$ cat config.mk
export PLATFORM = sky130hd
export DESIGN_NAME = o2bpp_queue
export DESIGN_NICKNAME = d
export VERILOG_FILES = /design/src/design/o2bpp_pkg.sv /design/src/design/o2bpp_queue.sv
export SDC_FILE = /design/constraint.sdc
export NUM_CORES = 1
export LEC_CHECK = 0
export BUFFER_PORTS_ARGS = -buffer_cell sky130_fd_sc_hd__buf_2
export CAP_MARGIN = 40
export CORE_AREA = 2 2 97 71
export CTS_CLUSTER_DIAMETER = 80
export DETAILED_ROUTE_END_ITERATION = 6
export DIE_AREA = 0 0 99 73
export GPL_TIMING_DRIVEN = 0
export HOLD_SLACK_MARGIN = 0.02
export PLACE_DENSITY_LB_ADDON = 0.3
export SLEW_MARGIN = 30
export SYNTH_ARGS = -nofsm -noshare
export SYNTH_HDL_FRONTEND = slang
export SYNTH_SLANG_ARGS = --single-unit
$ cat constraint.sdc
create_clock -name clock -period 2.6 [get_ports clock]
set_input_delay 0.13 -clock clock [delete_from_list [all_inputs] [get_ports clock]]
set_output_delay 0.13 -clock clock [all_outputs]
set_load 0.02 [all_outputs]
$ cat src/design/o2bpp_pkg.sv
// shared types, codes and colour tables for the oriented 2bpp pixel plotter
// no dependencies; imported by every module of the block except o2bpp_checker
`default_nettype none

package o2bpp_pkg;

   localparam int BUFFER_BYTES_DEFAULT = 32768;
   localparam int ADDR_MAX_W = 16;

   // request operations
   localparam logic [1:0] OP_PLOT = 2'd0;
   localparam logic [1:0] OP_FILL = 2'd1;
   localparam logic [1:0] OP_READ = 2'd2;

   // register indexes
   localparam logic [1:0] CSR_ORIENTATION = 2'd0;
   localparam logic [1:0] CSR_SIZE_V      = 2'd1;
   localparam logic [1:0] CSR_SIZE_H      = 2'd2;
   localparam logic [1:0] CSR_INVERT      = 2'd3;

   localparam logic [1:0] ORIENT_0   = 2'd0;
   localparam logic [1:0] ORIENT_90  = 2'd1;
   localparam logic [1:0] ORIENT_180 = 2'd2;
   localparam logic [1:0] ORIENT_270 = 2'd3;

   localparam logic [9:0] SIZE_V_RESET = 10'd300;
   localparam logic [9:0] SIZE_H_RESET = 10'd400;

   // logical colours
   localparam logic [3:0] COL_BLACK  = 4'd0;
   localparam logic [3:0] COL_WHITE  = 4'd1;
   localparam logic [3:0] COL_RED    = 4'd2;
   localparam logic [3:0] COL_YELLOW = 4'd3;
   localparam logic [3:0] COL_GREY   = 4'd4;
   localparam logic [3:0] COL_DRED   = 4'd5;
   localparam logic [3:0] COL_LRED   = 4'd6;
   localparam logic [3:0] COL_DYEL   = 4'd7;
   localparam logic [3:0] COL_LYEL   = 4'd8;
   localparam logic [3:0] COL_ORANGE = 4'd9;

   // stored pixel codes
   localparam logic [1:0] CODE_BLACK  = 2'b00;
   localparam logic [1:0] CODE_WHITE  = 2'b01;
   localparam logic [1:0] CODE_YELLOW = 2'b10;
   localparam logic [1:0] CODE_RED    = 2'b11;

   // fill patterns
   localparam logic [7:0] PAT_WHITE     = 8'b01010101;
   localparam logic [7:0] PAT_BLACK     = 8'b00000000;
   localparam logic [7:0] PAT_RED       = 8'b11111111;
   localparam logic [7:0] PAT_YELLOW    = 8'b10101010;
   localparam logic [7:0] PAT_GREY_EVN  = 8'b00010001;
   localparam logic [7:0] PAT_GREY_ODD  = 8'b01000100;
   localparam logic [7:0] PAT_DRED_EVN  = 8'b01110111;
   localparam logic [7:0] PAT_DRED_ODD  = 8'b11011101;
   localparam logic [7:0] PAT_LRED_EVN  = 8'b00110011;
   localparam logic [7:0] PAT_LRED_ODD  = 8'b11001100;
   localparam logic [7:0] PAT_DYEL_EVN  = 8'b01100110;
   localparam logic [7:0] PAT_DYEL_ODD  = 8'b10011001;
   localparam logic [7:0] PAT_LYEL_EVN  = 8'b00100010;
   localparam logic [7:0] PAT_LYEL_ODD  = 8'b10001000;
   localparam logic [7:0] PAT_ORNG_EVN  = 8'b11101110;
   localparam logic [7:0] PAT_ORNG_ODD  = 8'b10111011;

   // command kinds handed from front to back
   localparam logic [1:0] KIND_STATUS = 2'd0;
   localparam logic [1:0] KIND_PLOT   = 2'd1;
   localparam logic [1:0] KIND_FILL   = 2'd2;
   localparam logic [1:0] KIND_READ   = 2'd3;

   typedef struct packed {
      logic [1:0] orientation;
      logic [9:0] size_v;
      logic [9:0] size_h;
      logic       invert;
   } cfg_type;

   typedef struct packed {
      logic [1:0]            kind;
      logic                  status;
      logic [ADDR_MAX_W-1:0] addr;
      logic [1:0]            lane;
      logic [1:0]            code;
      logic [7:0]            even_pat;
      logic [7:0]            odd_pat;
   } cmd_type;

   typedef struct packed {
      logic       valid;
      logic [1:0] code;
   } pix_type;

   typedef struct packed {
      logic       valid;
      logic [7:0] even_pat;
      logic [7:0] odd_pat;
   } fill_type;

   function automatic pix_type resolve_pixel(input logic [3:0] colour, input logic odd,
                                              input logic inv);
      logic [3:0] basic;
      pix_type    p;
      case (colour)
         COL_GREY:   basic = odd ? COL_WHITE : COL_BLACK;
         COL_DRED:   basic = odd ? (inv ? COL_WHITE : COL_BLACK) : COL_RED;
         COL_LRED:   basic = odd ? (inv ? COL_BLACK : COL_WHITE) : COL_RED;
         COL_DYEL:   basic = odd ? COL_BLACK : COL_YELLOW;
         COL_LYEL:   basic = odd ? COL_WHITE : COL_YELLOW;
         COL_ORANGE: basic = odd ? COL_RED : COL_YELLOW;
         default:    basic = colour;
      endcase
      p.valid = (basic <= COL_YELLOW);
      case (basic)
         COL_BLACK:  p.code = inv ? CODE_WHITE : CODE_BLACK;
         COL_WHITE:  p.code = inv ? CODE_BLACK : CODE_WHITE;
         COL_YELLOW: p.code = CODE_YELLOW;
         default:    p.code = CODE_RED;
      endcase
      return p;
   endfunction

   function automatic fill_type fill_patterns(input logic [3:0] colour, input logic inv);
      fill_type f;
      f.valid = 1'b1;
      f.even_pat = PAT_BLACK;
      f.odd_pat = PAT_BLACK;
      case (colour)
         COL_GREY: begin
            f.even_pat = PAT_GREY_EVN;
            f.odd_pat = PAT_GREY_ODD;
         end
         COL_WHITE: begin
            f.even_pat = inv ? PAT_BLACK : PAT_WHITE;
            f.odd_pat = inv ? PAT_BLACK : PAT_WHITE;
         end
         COL_BLACK: begin
            f.even_pat = inv ? PAT_WHITE : PAT_BLACK;
            f.odd_pat = inv ? PAT_WHITE : PAT_BLACK;
         end
         COL_RED: begin
            f.even_pat = PAT_RED;
            f.odd_pat = PAT_RED;
         end
         COL_DRED: begin
            f.even_pat = PAT_DRED_EVN;
            f.odd_pat = PAT_DRED_ODD;
         end
         COL_LRED: begin
            f.even_pat = PAT_LRED_EVN;
            f.odd_pat = PAT_LRED_ODD;
         end
         COL_YELLOW: begin
            f.even_pat = PAT_YELLOW;
            f.odd_pat = PAT_YELLOW;
         end
         COL_DYEL: begin
            f.even_pat = PAT_DYEL_EVN;
            f.odd_pat = PAT_DYEL_ODD;
         end
         COL_LYEL: begin
            f.even_pat = PAT_LYEL_EVN;
            f.odd_pat = PAT_LYEL_ODD;
         end
         COL_ORANGE: begin
            f.even_pat = PAT_ORNG_EVN;
            f.odd_pat = PAT_ORNG_ODD;
         end
         default: f.valid = 1'b0;
      endcase
      return f;
   endfunction

endpackage

`default_nettype wire

$ cat src/design/o2bpp_queue.sv
// two-entry command queue between front and back
// depends on o2bpp_pkg for the command type
`default_nettype none

module o2bpp_queue (
   input  wire                 clock,
   input  wire                 reset,
   input  wire                 push_valid,
   output logic                push_ready,
   input  o2bpp_pkg::cmd_type  push_cmd,
   output logic                pop_valid,
   input  wire                 pop_req,
   output o2bpp_pkg::cmd_type  pop_cmd
);
   import o2bpp_pkg::*;

   localparam int Depth = 2;
   localparam int PtrW = $clog2(Depth);
   localparam int CntW = $clog2(Depth + 1);

   cmd_type             entry_ff [Depth];
   logic [PtrW-1:0]     wr_ptr_ff, wr_ptr_in;
   logic [PtrW-1:0]     rd_ptr_ff, rd_ptr_in;
   logic [CntW-1:0]     count_ff, count_in;
   logic                do_push, do_pop;

   assign push_ready = count_ff != CntW'(Depth);
   assign pop_valid = count_ff != '0;
   assign pop_cmd = entry_ff[rd_ptr_ff];
   assign do_push = push_valid && push_ready;
   assign do_pop = pop_req && pop_valid;

   always_comb begin
      wr_ptr_in = wr_ptr_ff;
      rd_ptr_in = rd_ptr_ff;
      count_in = count_ff;
      if (do_push) begin
         wr_ptr_in = (wr_ptr_ff == PtrW'(Depth - 1)) ? '0 : wr_ptr_ff + 1'b1;
      end
      if (do_pop) begin
         rd_ptr_in = (rd_ptr_ff == PtrW'(Depth - 1)) ? '0 : rd_ptr_ff + 1'b1;
      end
      if (do_push && !do_pop) begin
         count_in = count_ff + 1'b1;
      end else if (do_pop && !do_push) begin
         count_in = count_ff - 1'b1;
      end
   end

   always_ff @(posedge clock) begin
      if (reset) begin
         wr_ptr_ff <= '0;
         rd_ptr_ff <= '0;
         count_ff <= '0;
      end else begin
         wr_ptr_ff <= wr_ptr_in;
         rd_ptr_ff <= rd_ptr_in;
         count_ff <= count_in;
      end
      if (do_push) begin
         entry_ff[wr_ptr_ff] <= push_cmd;
      end
   end

endmodule

`default_nettype wire

==> run summary <==
Status: complete, no violations
Cell Pwr Density: 870 mW/mm²
Layout cells sized above 1: 51.4%
Yosys top cell by area: edfxtp_1
Starting DRT DRC Count: 66
Yosys top cell area share: 77.2%
Synth cell types: 19
Synth cell count leaders: edfxtp_1, mux2_2, dfxtp_1
Row cnt: 25
Vias in the first global route: 1,742
Hold Path Class: in -> reg
Post-synthesis average cell area: 20.9 µm²
Fin. max-slew vios: 0
Via count: 1,713
Lkg Pwr: 0.00159 µW
GRT overflow: 0
Final setup fails: 0
Post-CTS sizing: 0
Seq/Total Area, Yosys: 80.5%
Placer Congestion: 0.699
Setup_tns: 0 ns
Largest net degree at the start of global routing: 23
Area after DPL: 0.00361 mm²
Syn_nets: 189
Vias per cell: 4.67
Worst r2r dst: entry_ff[1][17]
ANT nets after route: 0
Clock buffer depth: 2
# IOs: 84
RSZ-0062 raised after global routing: no
Yosys warnings: 0
Ys async rst share: 0%
Reg2Reg Depth: 3
DRC violation count after routing: 0
Die H: 73 µm
Synthesis-stage register bit count: 83
Die ar.: 0.00723 mm²
Worst EP required: 2.47 ns
Critical path type: reg -> out
Final hold violations: 0
Crit end category: primary output
H-tree Lvls: 3
Total power: 3630 µW
Post-synth EDFFs: 78
Port Buffers: 83
GRT Util Overall: 15.1%
TritonCTS buffer count: 9
Max Cap Violations: 0
Slew @ Worst Pin: 0.491 ns
Clock Latency Late Sink: 0.34 ns
CP startpoint kind: flip-flop
Final hold slack: 0.122 ns
DP Worst Slack: 0.907 ns
Mapped cell area: 0.00303 mm²
Setup slack, reg-to-reg: 0.93 ns
Crit-path max FO: 10
TritonCTS clock tree: done
CTS Root Cell: clkbuf_8
Core area: 0.00641 mm²
First-pass GRT wire length: 8140 µm
F_max: 584 MHz
Drt pass-1 iters: 4
Clock Sinks: 83
Worst Hold Depth: 3
Max_slew headroom: 67.3%
Clock Skew: 0.00743 ns
Layout Nets: 325
Crit share post-route: 65.8%
Ant. Diodes: 0
Avg WL per Cell: 14.0 µm
Initial antenna violation count: 0
Worst hold start: push_valid
Critical R2R Launch: count_ff[0]
Hold Crit Endpoint: wr_ptr_ff
Most common cell in the synthesized netlist: edfxtp_1
Final critical-path required period: 1.71 ns
FILL cells: 444
Synth Flop Type: edfxtp_1
Post-Syn Instances: 145
Die X-Extent: 99 µm
VDD IR max: 498 µV
Post-route design area: 0.00418 mm²
HPWL after detailed placement: 3300 µm
Starting density of the core: 47.3%
Routed WL: 5150 µm
Worst setup margin: 0.889 ns
Area delta synth->final: 37.7%
Synth top area cells: edfxtp_1, mux2_2, dfxtp_1
Reg clk slew, reported paths: 0.07 ns
WP data arrival: 1.58 ns
kinds of logic after synthesis:
family	after synthesis	synth area share [%]
adders and majority gates	1	0.412
muxes	39	14.5
buffers and inverters	5	1.07
xor gates and xnor gates	3	0.866
DFF	83	80.5
AOI/OAI and AO/OA	5	0.990
and+or+nand+nor	9	1.65
state kept, by name, summed over array words and instances (netlist names), named ones only:
name       cells
wr_ptr_ff      1
entry_ff      78
rd_ptr_ff      1
count_ff       2
report_power, final:
part | total, µW | switching [µW] | internal (µW)
combinational | 1150 | 646 | 500
sequential | 1720 | 50.3 | 1670
clock | 768 | 422 | 346
per-layer routing:
layer	up-vias	part of all wire, %	track usage, %
li1	835	-	-
met1	813	44	18.3
met2	60	47	24.3
met3	5	8.3	7.95
met4	0	0.85	3.65
met5	-	0	0
worst max path at each step:
stage                            from        endpoint  depth (start not counted)
after detailed placement  count_ff[0]  entry_ff[1][7]                          3
after global placement    count_ff[0]  entry_ff[1][7]                          2
after floorplan           count_ff[0]  entry_ff[1][0]                          2
after global routing        flip-flop     pop_cmd[13]                          4
after CTS                   flip-flop     pop_cmd[15]                          4
final                       flip-flop     pop_cmd[15]                          4
cells in the final DEF (no fill, tap or decap), drive strengths merged:
| cell | count |
|---|---|
| buf | 89 |
| a21bo | 1 |
| xor2 | 3 |
| nor2 | 3 |
| clkinvlp | 2 |
| or3 | 1 |
| clkbuf | 10 |
| clkinv | 4 |
| and2 | 1 |
| edfxtp | 78 |
| o21ai | 2 |
| nand2b | 1 |
| inv | 1 |
| dlygate4sd3 | 40 |
| or2 | 1 |
| a21oi | 2 |
| nand3b | 1 |
| ha | 1 |
| mux2 | 39 |
| dfxtp | 5 |
| and3 | 1 |
what timing repair did:
action,4_1_cts,5_1_grt
setup buffers,0,0
hold endpoints to repair,83,0
hold buffers,40,0
through the flow:
step | utilization [%] | cells
final | 65.1 | 367
after global routing | 65.1 | 367
after CTS | 65.1 | 367
after detailed placement | 56.2 | 311
after global placement | 55.4 | 309
after floorplan | - | 145
area by class of cell:
type	instances	area (µm²)	share of cell area, %
Sequential cell	83	2440	58.5
Timing Repair Buffer	125	871	20.9
Multi-Input combinational cell	57	559	13.4
Clock buffer	10	128	3.06
Tap cell	81	101	2.43
Clock inverter	6	42.5	1.02
Buffer	4	28.8	0.689
Inverter	1	3.75	0.0899
critical path, stage by stage (launching register included):
cell     delay (ns)
dfxtp_1        0.36
buf_4          0.21
buf_6          0.17
mux2_2         0.35
buf_2          0.16
No activity file was read; power rests on OpenSTA's default activity.
