--- src/design/o2bpp_pkg.sv ---
// shared types, codes and colour tables for the oriented 2bpp pixel plotter
// no dependencies; imported by every module of the block except o2bpp_checker
`default_nettype none

package o2bpp_pkg;

   localparam int BUFFER_BYTES_DEFAULT = 32768;
   localparam int ADDR_MAX_W = 16;

   // request operations
   localparam logic [1:0] OP_PLOT = 2'd0;
   localparam logic [1:0] OP_FILL = 2'd1;
   localparam logic [1:0] OP_READ = 2'd2;

   // register indexes
   localparam logic [1:0] CSR_ORIENTATION = 2'd0;
   localparam logic [1:0] CSR_SIZE_V      = 2'd1;
   localparam logic [1:0] CSR_SIZE_H      = 2'd2;
   localparam logic [1:0] CSR_INVERT      = 2'd3;

   localparam logic [1:0] ORIENT_0   = 2'd0;
   localparam logic [1:0] ORIENT_90  = 2'd1;
   localparam logic [1:0] ORIENT_180 = 2'd2;
   localparam logic [1:0] ORIENT_270 = 2'd3;

   localparam logic [9:0] SIZE_V_RESET = 10'd300;
   localparam logic [9:0] SIZE_H_RESET = 10'd400;

   // logical colours
   localparam logic [3:0] COL_BLACK  = 4'd0;
   localparam logic [3:0] COL_WHITE  = 4'd1;
   localparam logic [3:0] COL_RED    = 4'd2;
   localparam logic [3:0] COL_YELLOW = 4'd3;
   localparam logic [3:0] COL_GREY   = 4'd4;
   localparam logic [3:0] COL_DRED   = 4'd5;
   localparam logic [3:0] COL_LRED   = 4'd6;
   localparam logic [3:0] COL_DYEL   = 4'd7;
   localparam logic [3:0] COL_LYEL   = 4'd8;
   localparam logic [3:0] COL_ORANGE = 4'd9;

   // stored pixel codes
   localparam logic [1:0] CODE_BLACK  = 2'b00;
   localparam logic [1:0] CODE_WHITE  = 2'b01;
   localparam logic [1:0] CODE_YELLOW = 2'b10;
   localparam logic [1:0] CODE_RED    = 2'b11;

   // fill patterns
   localparam logic [7:0] PAT_WHITE     = 8'b01010101;
   localparam logic [7:0] PAT_BLACK     = 8'b00000000;
   localparam logic [7:0] PAT_RED       = 8'b11111111;
   localparam logic [7:0] PAT_YELLOW    = 8'b10101010;
   localparam logic [7:0] PAT_GREY_EVN  = 8'b00010001;
   localparam logic [7:0] PAT_GREY_ODD  = 8'b01000100;
   localparam logic [7:0] PAT_DRED_EVN  = 8'b01110111;
   localparam logic [7:0] PAT_DRED_ODD  = 8'b11011101;
   localparam logic [7:0] PAT_LRED_EVN  = 8'b00110011;
   localparam logic [7:0] PAT_LRED_ODD  = 8'b11001100;
   localparam logic [7:0] PAT_DYEL_EVN  = 8'b01100110;
   localparam logic [7:0] PAT_DYEL_ODD  = 8'b10011001;
   localparam logic [7:0] PAT_LYEL_EVN  = 8'b00100010;
   localparam logic [7:0] PAT_LYEL_ODD  = 8'b10001000;
   localparam logic [7:0] PAT_ORNG_EVN  = 8'b11101110;
   localparam logic [7:0] PAT_ORNG_ODD  = 8'b10111011;

   // command kinds handed from front to back
   localparam logic [1:0] KIND_STATUS = 2'd0;
   localparam logic [1:0] KIND_PLOT   = 2'd1;
   localparam logic [1:0] KIND_FILL   = 2'd2;
   localparam logic [1:0] KIND_READ   = 2'd3;

   typedef struct packed {
      logic [1:0] orientation;
      logic [9:0] size_v;
      logic [9:0] size_h;
      logic       invert;
   } cfg_type;

   typedef struct packed {
      logic [1:0]            kind;
      logic                  status;
      logic [ADDR_MAX_W-1:0] addr;
      logic [1:0]            lane;
      logic [1:0]            code;
      logic [7:0]            even_pat;
      logic [7:0]            odd_pat;
   } cmd_type;

   typedef struct packed {
      logic       valid;
      logic [1:0] code;
   } pix_type;

   typedef struct packed {
      logic       valid;
      logic [7:0] even_pat;
      logic [7:0] odd_pat;
   } fill_type;

   function automatic pix_type resolve_pixel(input logic [3:0] colour, input logic odd,
                                              input logic inv);
      logic [3:0] basic;
      pix_type    p;
      case (colour)
         COL_GREY:   basic = odd ? COL_WHITE : COL_BLACK;
         COL_DRED:   basic = odd ? (inv ? COL_WHITE : COL_BLACK) : COL_RED;
         COL_LRED:   basic = odd ? (inv ? COL_BLACK : COL_WHITE) : COL_RED;
         COL_DYEL:   basic = odd ? COL_BLACK : COL_YELLOW;
         COL_LYEL:   basic = odd ? COL_WHITE : COL_YELLOW;
         COL_ORANGE: basic = odd ? COL_RED : COL_YELLOW;
         default:    basic = colour;
      endcase
      p.valid = (basic <= COL_YELLOW);
      case (basic)
         COL_BLACK:  p.code = inv ? CODE_WHITE : CODE_BLACK;
         COL_WHITE:  p.code = inv ? CODE_BLACK : CODE_WHITE;
         COL_YELLOW: p.code = CODE_YELLOW;
         default:    p.code = CODE_RED;
      endcase
      return p;
   endfunction

   function automatic fill_type fill_patterns(input logic [3:0] colour, input logic inv);
      fill_type f;
      f.valid = 1'b1;
      f.even_pat = PAT_BLACK;
      f.odd_pat = PAT_BLACK;
      case (colour)
         COL_GREY: begin
            f.even_pat = PAT_GREY_EVN;
            f.odd_pat = PAT_GREY_ODD;
         end
         COL_WHITE: begin
            f.even_pat = inv ? PAT_BLACK : PAT_WHITE;
            f.odd_pat = inv ? PAT_BLACK : PAT_WHITE;
         end
         COL_BLACK: begin
            f.even_pat = inv ? PAT_WHITE : PAT_BLACK;
            f.odd_pat = inv ? PAT_WHITE : PAT_BLACK;
         end
         COL_RED: begin
            f.even_pat = PAT_RED;
            f.odd_pat = PAT_RED;
         end
         COL_DRED: begin
            f.even_pat = PAT_DRED_EVN;
            f.odd_pat = PAT_DRED_ODD;
         end
         COL_LRED: begin
            f.even_pat = PAT_LRED_EVN;
            f.odd_pat = PAT_LRED_ODD;
         end
         COL_YELLOW: begin
            f.even_pat = PAT_YELLOW;
            f.odd_pat = PAT_YELLOW;
         end
         COL_DYEL: begin
            f.even_pat = PAT_DYEL_EVN;
            f.odd_pat = PAT_DYEL_ODD;
         end
         COL_LYEL: begin
            f.even_pat = PAT_LYEL_EVN;
            f.odd_pat = PAT_LYEL_ODD;
         end
         COL_ORANGE: begin
            f.even_pat = PAT_ORNG_EVN;
            f.odd_pat = PAT_ORNG_ODD;
         end
         default: f.valid = 1'b0;
      endcase
      return f;
   endfunction

endpackage

`default_nettype wire

--- src/design/o2bpp_front.sv ---
// front end: input register, rotation, bounds check and colour resolve
// depends on o2bpp_pkg; feeds classified commands to o2bpp_queue
`default_nettype none

module o2bpp_front #(
   parameter int BUFFER_BYTES = o2bpp_pkg::BUFFER_BYTES_DEFAULT
) (
   input  wire                    clock,
   input  wire                    reset,
   input  o2bpp_pkg::cfg_type     cfg,
   input  wire                    clear_busy,
   input  wire                    req_tvalid,
   output logic                   req_tready,
   input  wire  [1:0]             req_op,
   input  wire  [8:0]             req_x,
   input  wire  [8:0]             req_y,
   input  wire  [3:0]             req_colour,
   input  wire  [14:0]            req_index,
   output logic                   push_valid,
   input  wire                    push_ready,
   output o2bpp_pkg::cmd_type     push_cmd
);
   import o2bpp_pkg::*;

   logic        valid_ff, valid_in;
   logic [1:0]  op_ff;
   logic [8:0]  x_ff;
   logic [8:0]  y_ff;
   logic [3:0]  colour_ff;
   logic [14:0] index_ff;

   logic        accept;
   logic [9:0]  x_ext, y_ext, v, h, row, col;
   logic [7:0]  bpr;
   logic        in_screen, addr_ok, index_ok;
   logic [17:0] prod, byte_addr;
   pix_type     pix;
   fill_type    fill;

   assign accept = req_tvalid && req_tready;
   assign req_tready = !clear_busy && (!valid_ff || push_ready);
   assign push_valid = valid_ff;

   always_comb begin
      valid_in = valid_ff;
      if (push_valid && push_ready) begin
         valid_in = 1'b0;
      end
      if (accept) begin
         valid_in = 1'b1;
      end
   end

   always_ff @(posedge clock) begin
      if (reset) begin
         valid_ff <= 1'b0;
      end else begin
         valid_ff <= valid_in;
      end
      if (accept) begin
         op_ff <= req_op;
         x_ff <= req_x;
         y_ff <= req_y;
         colour_ff <= req_colour;
         index_ff <= req_index;
      end
   end

   // rotation and screen check
   always_comb begin
      x_ext = {1'b0, x_ff};
      y_ext = {1'b0, y_ff};
      v = cfg.size_v;
      h = cfg.size_h;
      case (cfg.orientation)
         ORIENT_0: begin
            in_screen = (x_ext < h) && (y_ext < v);
            row = y_ext;
            col = x_ext;
         end
         ORIENT_90: begin
            in_screen = (x_ext < v) && (y_ext < h);
            row = x_ext;
            col = h - 10'd1 - y_ext;
         end
         ORIENT_180: begin
            in_screen = (x_ext < h) && (y_ext < v);
            row = v - 10'd1 - y_ext;
            col = h - 10'd1 - x_ext;
         end
         default: begin
            in_screen = (x_ext < v) && (y_ext < h);
            row = v - 10'd1 - x_ext;
            col = y_ext;
         end
      endcase
   end

   assign bpr = cfg.size_h[9:2];
   assign prod = {8'd0, row} * {10'd0, bpr};
   assign byte_addr = prod + {10'd0, col[9:2]};
   assign addr_ok = byte_addr < 18'(BUFFER_BYTES);
   assign index_ok = {2'b00, index_ff} < 17'(BUFFER_BYTES);
   assign pix = resolve_pixel(colour_ff, row[0] ^ col[0], cfg.invert);
   assign fill = fill_patterns(colour_ff, cfg.invert);

   always_comb begin
      push_cmd.kind = KIND_STATUS;
      push_cmd.status = 1'b0;
      push_cmd.addr = byte_addr[ADDR_MAX_W-1:0];
      push_cmd.lane = col[1:0];
      push_cmd.code = pix.code;
      push_cmd.even_pat = fill.even_pat;
      push_cmd.odd_pat = fill.odd_pat;
      case (op_ff)
         OP_PLOT: begin
            if (!in_screen || !addr_ok) begin
               push_cmd.status = 1'b1;
            end else if (pix.valid) begin
               push_cmd.kind = KIND_PLOT;
            end
         end
         OP_FILL: begin
            if (fill.valid) begin
               push_cmd.kind = KIND_FILL;
            end
         end
         OP_READ: begin
            push_cmd.addr = ADDR_MAX_W'(index_ff);
            if (index_ok) begin
               push_cmd.kind = KIND_READ;
            end else begin
               push_cmd.status = 1'b1;
            end
         end
         default: push_cmd.status = 1'b1;
      endcase
   end

endmodule

`default_nettype wire

--- config.mk ---
export PLATFORM = sky130hd
export DESIGN_NAME = o2bpp_front
export DESIGN_NICKNAME = d
export VERILOG_FILES = /design/src/design/o2bpp_pkg.sv /design/src/design/o2bpp_front.sv
export SDC_FILE = /design/constraint.sdc
export NUM_CORES = 1
export LEC_CHECK = 0
export ABC_AREA = 0
export BUFFER_PORTS_ARGS = -buffer_cell sky130_fd_sc_hd__clkbuf_2
export CAP_MARGIN = 20
export CELL_PAD_IN_SITES_DETAIL_PLACEMENT = 0
export CELL_PAD_IN_SITES_GLOBAL_PLACEMENT = 1
export CORE_MARGIN = 4
export CORE_UTILIZATION = 30
export DETAILED_ROUTE_END_ITERATION = 7
export GPL_ROUTABILITY_DRIVEN = 0
export PLACE_DENSITY_LB_ADDON = 0.1
export SLEW_MARGIN = 15
export SYNTH_ARGS = -nofsm -noshare
export SYNTH_HDL_FRONTEND = slang
export SYNTH_SLANG_ARGS = --single-unit
--- constraint.sdc ---
create_clock -name clock -period 24.1 [get_ports clock]
set_clock_uncertainty 0.1 [all_clocks]
set_input_delay 3.615 -clock clock [delete_from_list [all_inputs] [get_ports clock]]
set_output_delay 3.615 -clock clock [all_outputs]
set_load 0.01 [all_outputs]
==> results by group <==
Status
  • Status: completed

Final layout
  • Final Util: 34.48%
  • Nets: 1086
  • Fin area: 0.007784 mm²
  • Layout cells sized above 1: roughly 16%
  • Antenna diode count: 0
  • Area grow syn2layout: 13.38%
  • Non-Filler Instances: between 1000 and 1500

Synthesis
  • Distinct cells, synth: 59
  • Count leader, synth: inv_1
  • Commonest register cell after synthesis: edfxtp_1
  • Mapped cell area: 0.006865 mm²
  • Top post-synthesis cells by area: ha_1, edfxtp_1, fa_1
  • Async set-or-reset flop fraction in the synthesized netlist: 0%
  • Syn Inst Count: ~780
  • Syn_nets: 1000
  • Post-synth top cells: inv_1, ha_1, nand2_1
  • YS warnings: 0
  • Synth area leader: ha_1
  • Syn_area_per_cell: 8.847 µm²
  • Number of synthesized register bits: 40
  • Top-area cell type share of the netlist area: around 18%
  • EDFF count, synth: 39
  • Sequential share of the synthesized area: between 10% and 20%

Setup path
  • Maximum fanout along the worst path: 19
  • CP Class: input port to primary output
  • Endpoint type of the worst setup path: primary output
  • Required time worst endpoint: slightly above 20000 ps
  • Worst Path Arrival: 11240 ps
  • R2R Path Start: push_valid
  • Setup crit start kind: input port
  • Setup crit start: cfg[21]
  • Crit-path most repeated cell: fa_1
  • Slowest CP cell: o21ai_0
  • CP max stage delay: 670 ps

Min path
  • Hold Startpoint: push_valid
  • Tightest Hold Check Type: flop to flop

Timing
  • Fin. max-slew vios: 0
  • Final Hold Slack: slightly below 400 ps
  • Fin crit share: around 62%
  • Final setup fails: 0
  • Worst setup margin: approximately 9100 ps
  • Relative slew margins: roughly 27%
  • Minimum clock period: roughly 15000 ps
  • RSZ-0062 raised after global routing: false
  • Least-Margin Pin Slew: 1077 ps
  • TNS Setup: 0 ps
  • Endpoints failing hold: 0
  • Fmax: around 0.067 GHz

Job
  • Max-cap violations: 0

CTS
  • Clk_lat worst skew: about 290 ps
  • CTS Sinks: 40
  • Clock buffer depth: 2
  • Clk pin slew, worst setup/hold paths: roughly 60 ps
  • PostCTS Resize Cnt: 0
  • Root buf cell: clkbuf_16
  • Setup bufs post-CTS: 0
  • H-tree Lvls: 2
  • CTS hold repair buffers: 0
  • CTS tree: done
  • Num CTS Buffers: 5

Power and ir drop
  • Total power draw: 0.8235 mW
  • Static Leak: 3.720 nW
  • P per Cell Area: ~110 mW/mm²
  • Peak VDD IR: approximately 0.08 mV

GRT
  • GR Util met3: roughly 2.7%
  • Grt total ovfl: 0
  • Vias in the first global route: between 6000 and 7000
  • GR peak layer: met2
  • Pin count of the biggest net entering global routing: 40
  • GRT met1 Usage: between 20% and 30%
  • Initial antenna violation count: 0
  • M2 GR Usage: ~27%
  • First-pass GRT wire length: between 30000 and 40000 µm
  • Overall Global Routing Usage: 15.65%

Drt
  • WL final: 19600 µm
  • DR DRC count: 0
  • DR vias/cell: 4.963
  • Vias: around 5700
  • 1st-iter DRT viols: around 150
  • Antenna-violating nets left: 0
  • Drt pass-1 iters: 4
  • WL per Instance: about 17 µm

Floorplanning
  • Initial Util: between 30% and 40%
  • DIE AREA: around 0.025 mm²
  • Die Span Y: 159.3 µm
  • Die width: around 160 µm
  • Row cnt: 55
  • Core Region: between 0.02 and 0.025 mm²
  • IO Count: between 100 and 150

Placed design
  • Place WS: roughly 9200 ps
  • Placed Cells: around 1100
  • Cell Area, Placed: about 0.0076 mm²
  • Port bufs: about 110
  • HPWL Detailed: around 16000 µm
-- sequential cells by signal, indices dropped and copies added (netlist names) --
register / count
x_ff: 9
push_valid: 1
op_ff: 2
colour_ff: 4
y_ff: 9
index_ff: 15
-- report_power, final --
| group | total [mW] | internal (mW) | switching [mW] |
|---|---|---|---|
| Sequential | 0.0846 | 0.0801 | 0.00448 |
| Combinational | 0.661 | 0.279 | 0.382 |
| Clock | 0.0777 | 0.0487 | 0.0290 |
-- cell families (layout without fill, tap and decap cells) --
family,Yosys count,in the layout,synth area share [%]
AO/OA/AOI/OAI,156,156,15.00
XOR/XNOR,43,43,5.486
adder cells (fa/ha/maj),157,157,34.96
buffers and inverters,142,229,8.456
flip-flops,40,40,17.35
multiplexers,23,23,3.481
AND/OR/NAND/NOR,215,215,15.27
-- cell usage in the layout, fill, tap and decap left out, types with 31 or more instances in the layout --
master / n
inv_1: 108
clkbuf_2: 107
ha_1: 99
nand2_1: 61
fa_1: 58
nor2_1: 50
a21oi_1: 46
edfxtp_1: 39
o21ai_0: 37
xnor2_1: 31
-- critical path, delay by kind of cell --
family,cells,cell delay [ps]
fa+ha+maj,8,3070
buf+inv,7,860
simple gates,4,1020
xor+xnor,1,80
mux,1,220
compound gates,8,2380
-- routing by layer --
metal	up-vias	part of all wire, %
li1	2829	-
met1	2750	46
met2	111	49
met3	7	4.1
met4	0	0.73
met5	-	0
-- path summary, 6_finish.rpt --
| path | cells past startpoint | slack (ps) | to |
|---|---|---|---|
| max | 29 | 9140 | push_cmd[37] |
| min | 2 | 400 | push_valid |
| max reg2reg | 5 | 22480 | index_ff[8] |
| min reg2reg | 2 | 400 | push_valid |
-- final cells by class --
type	instances	area (µm²)
fill	2407	14790
multi-input combinational	594	5094
sequential	40	1191
timing repair buffer	110	558.0
inverter	111	416.7
tap	285	356.6
clock buffer	5	125.1
clock inverter	3	42.54
Note: power is estimated with default switching activity, not from simulation.
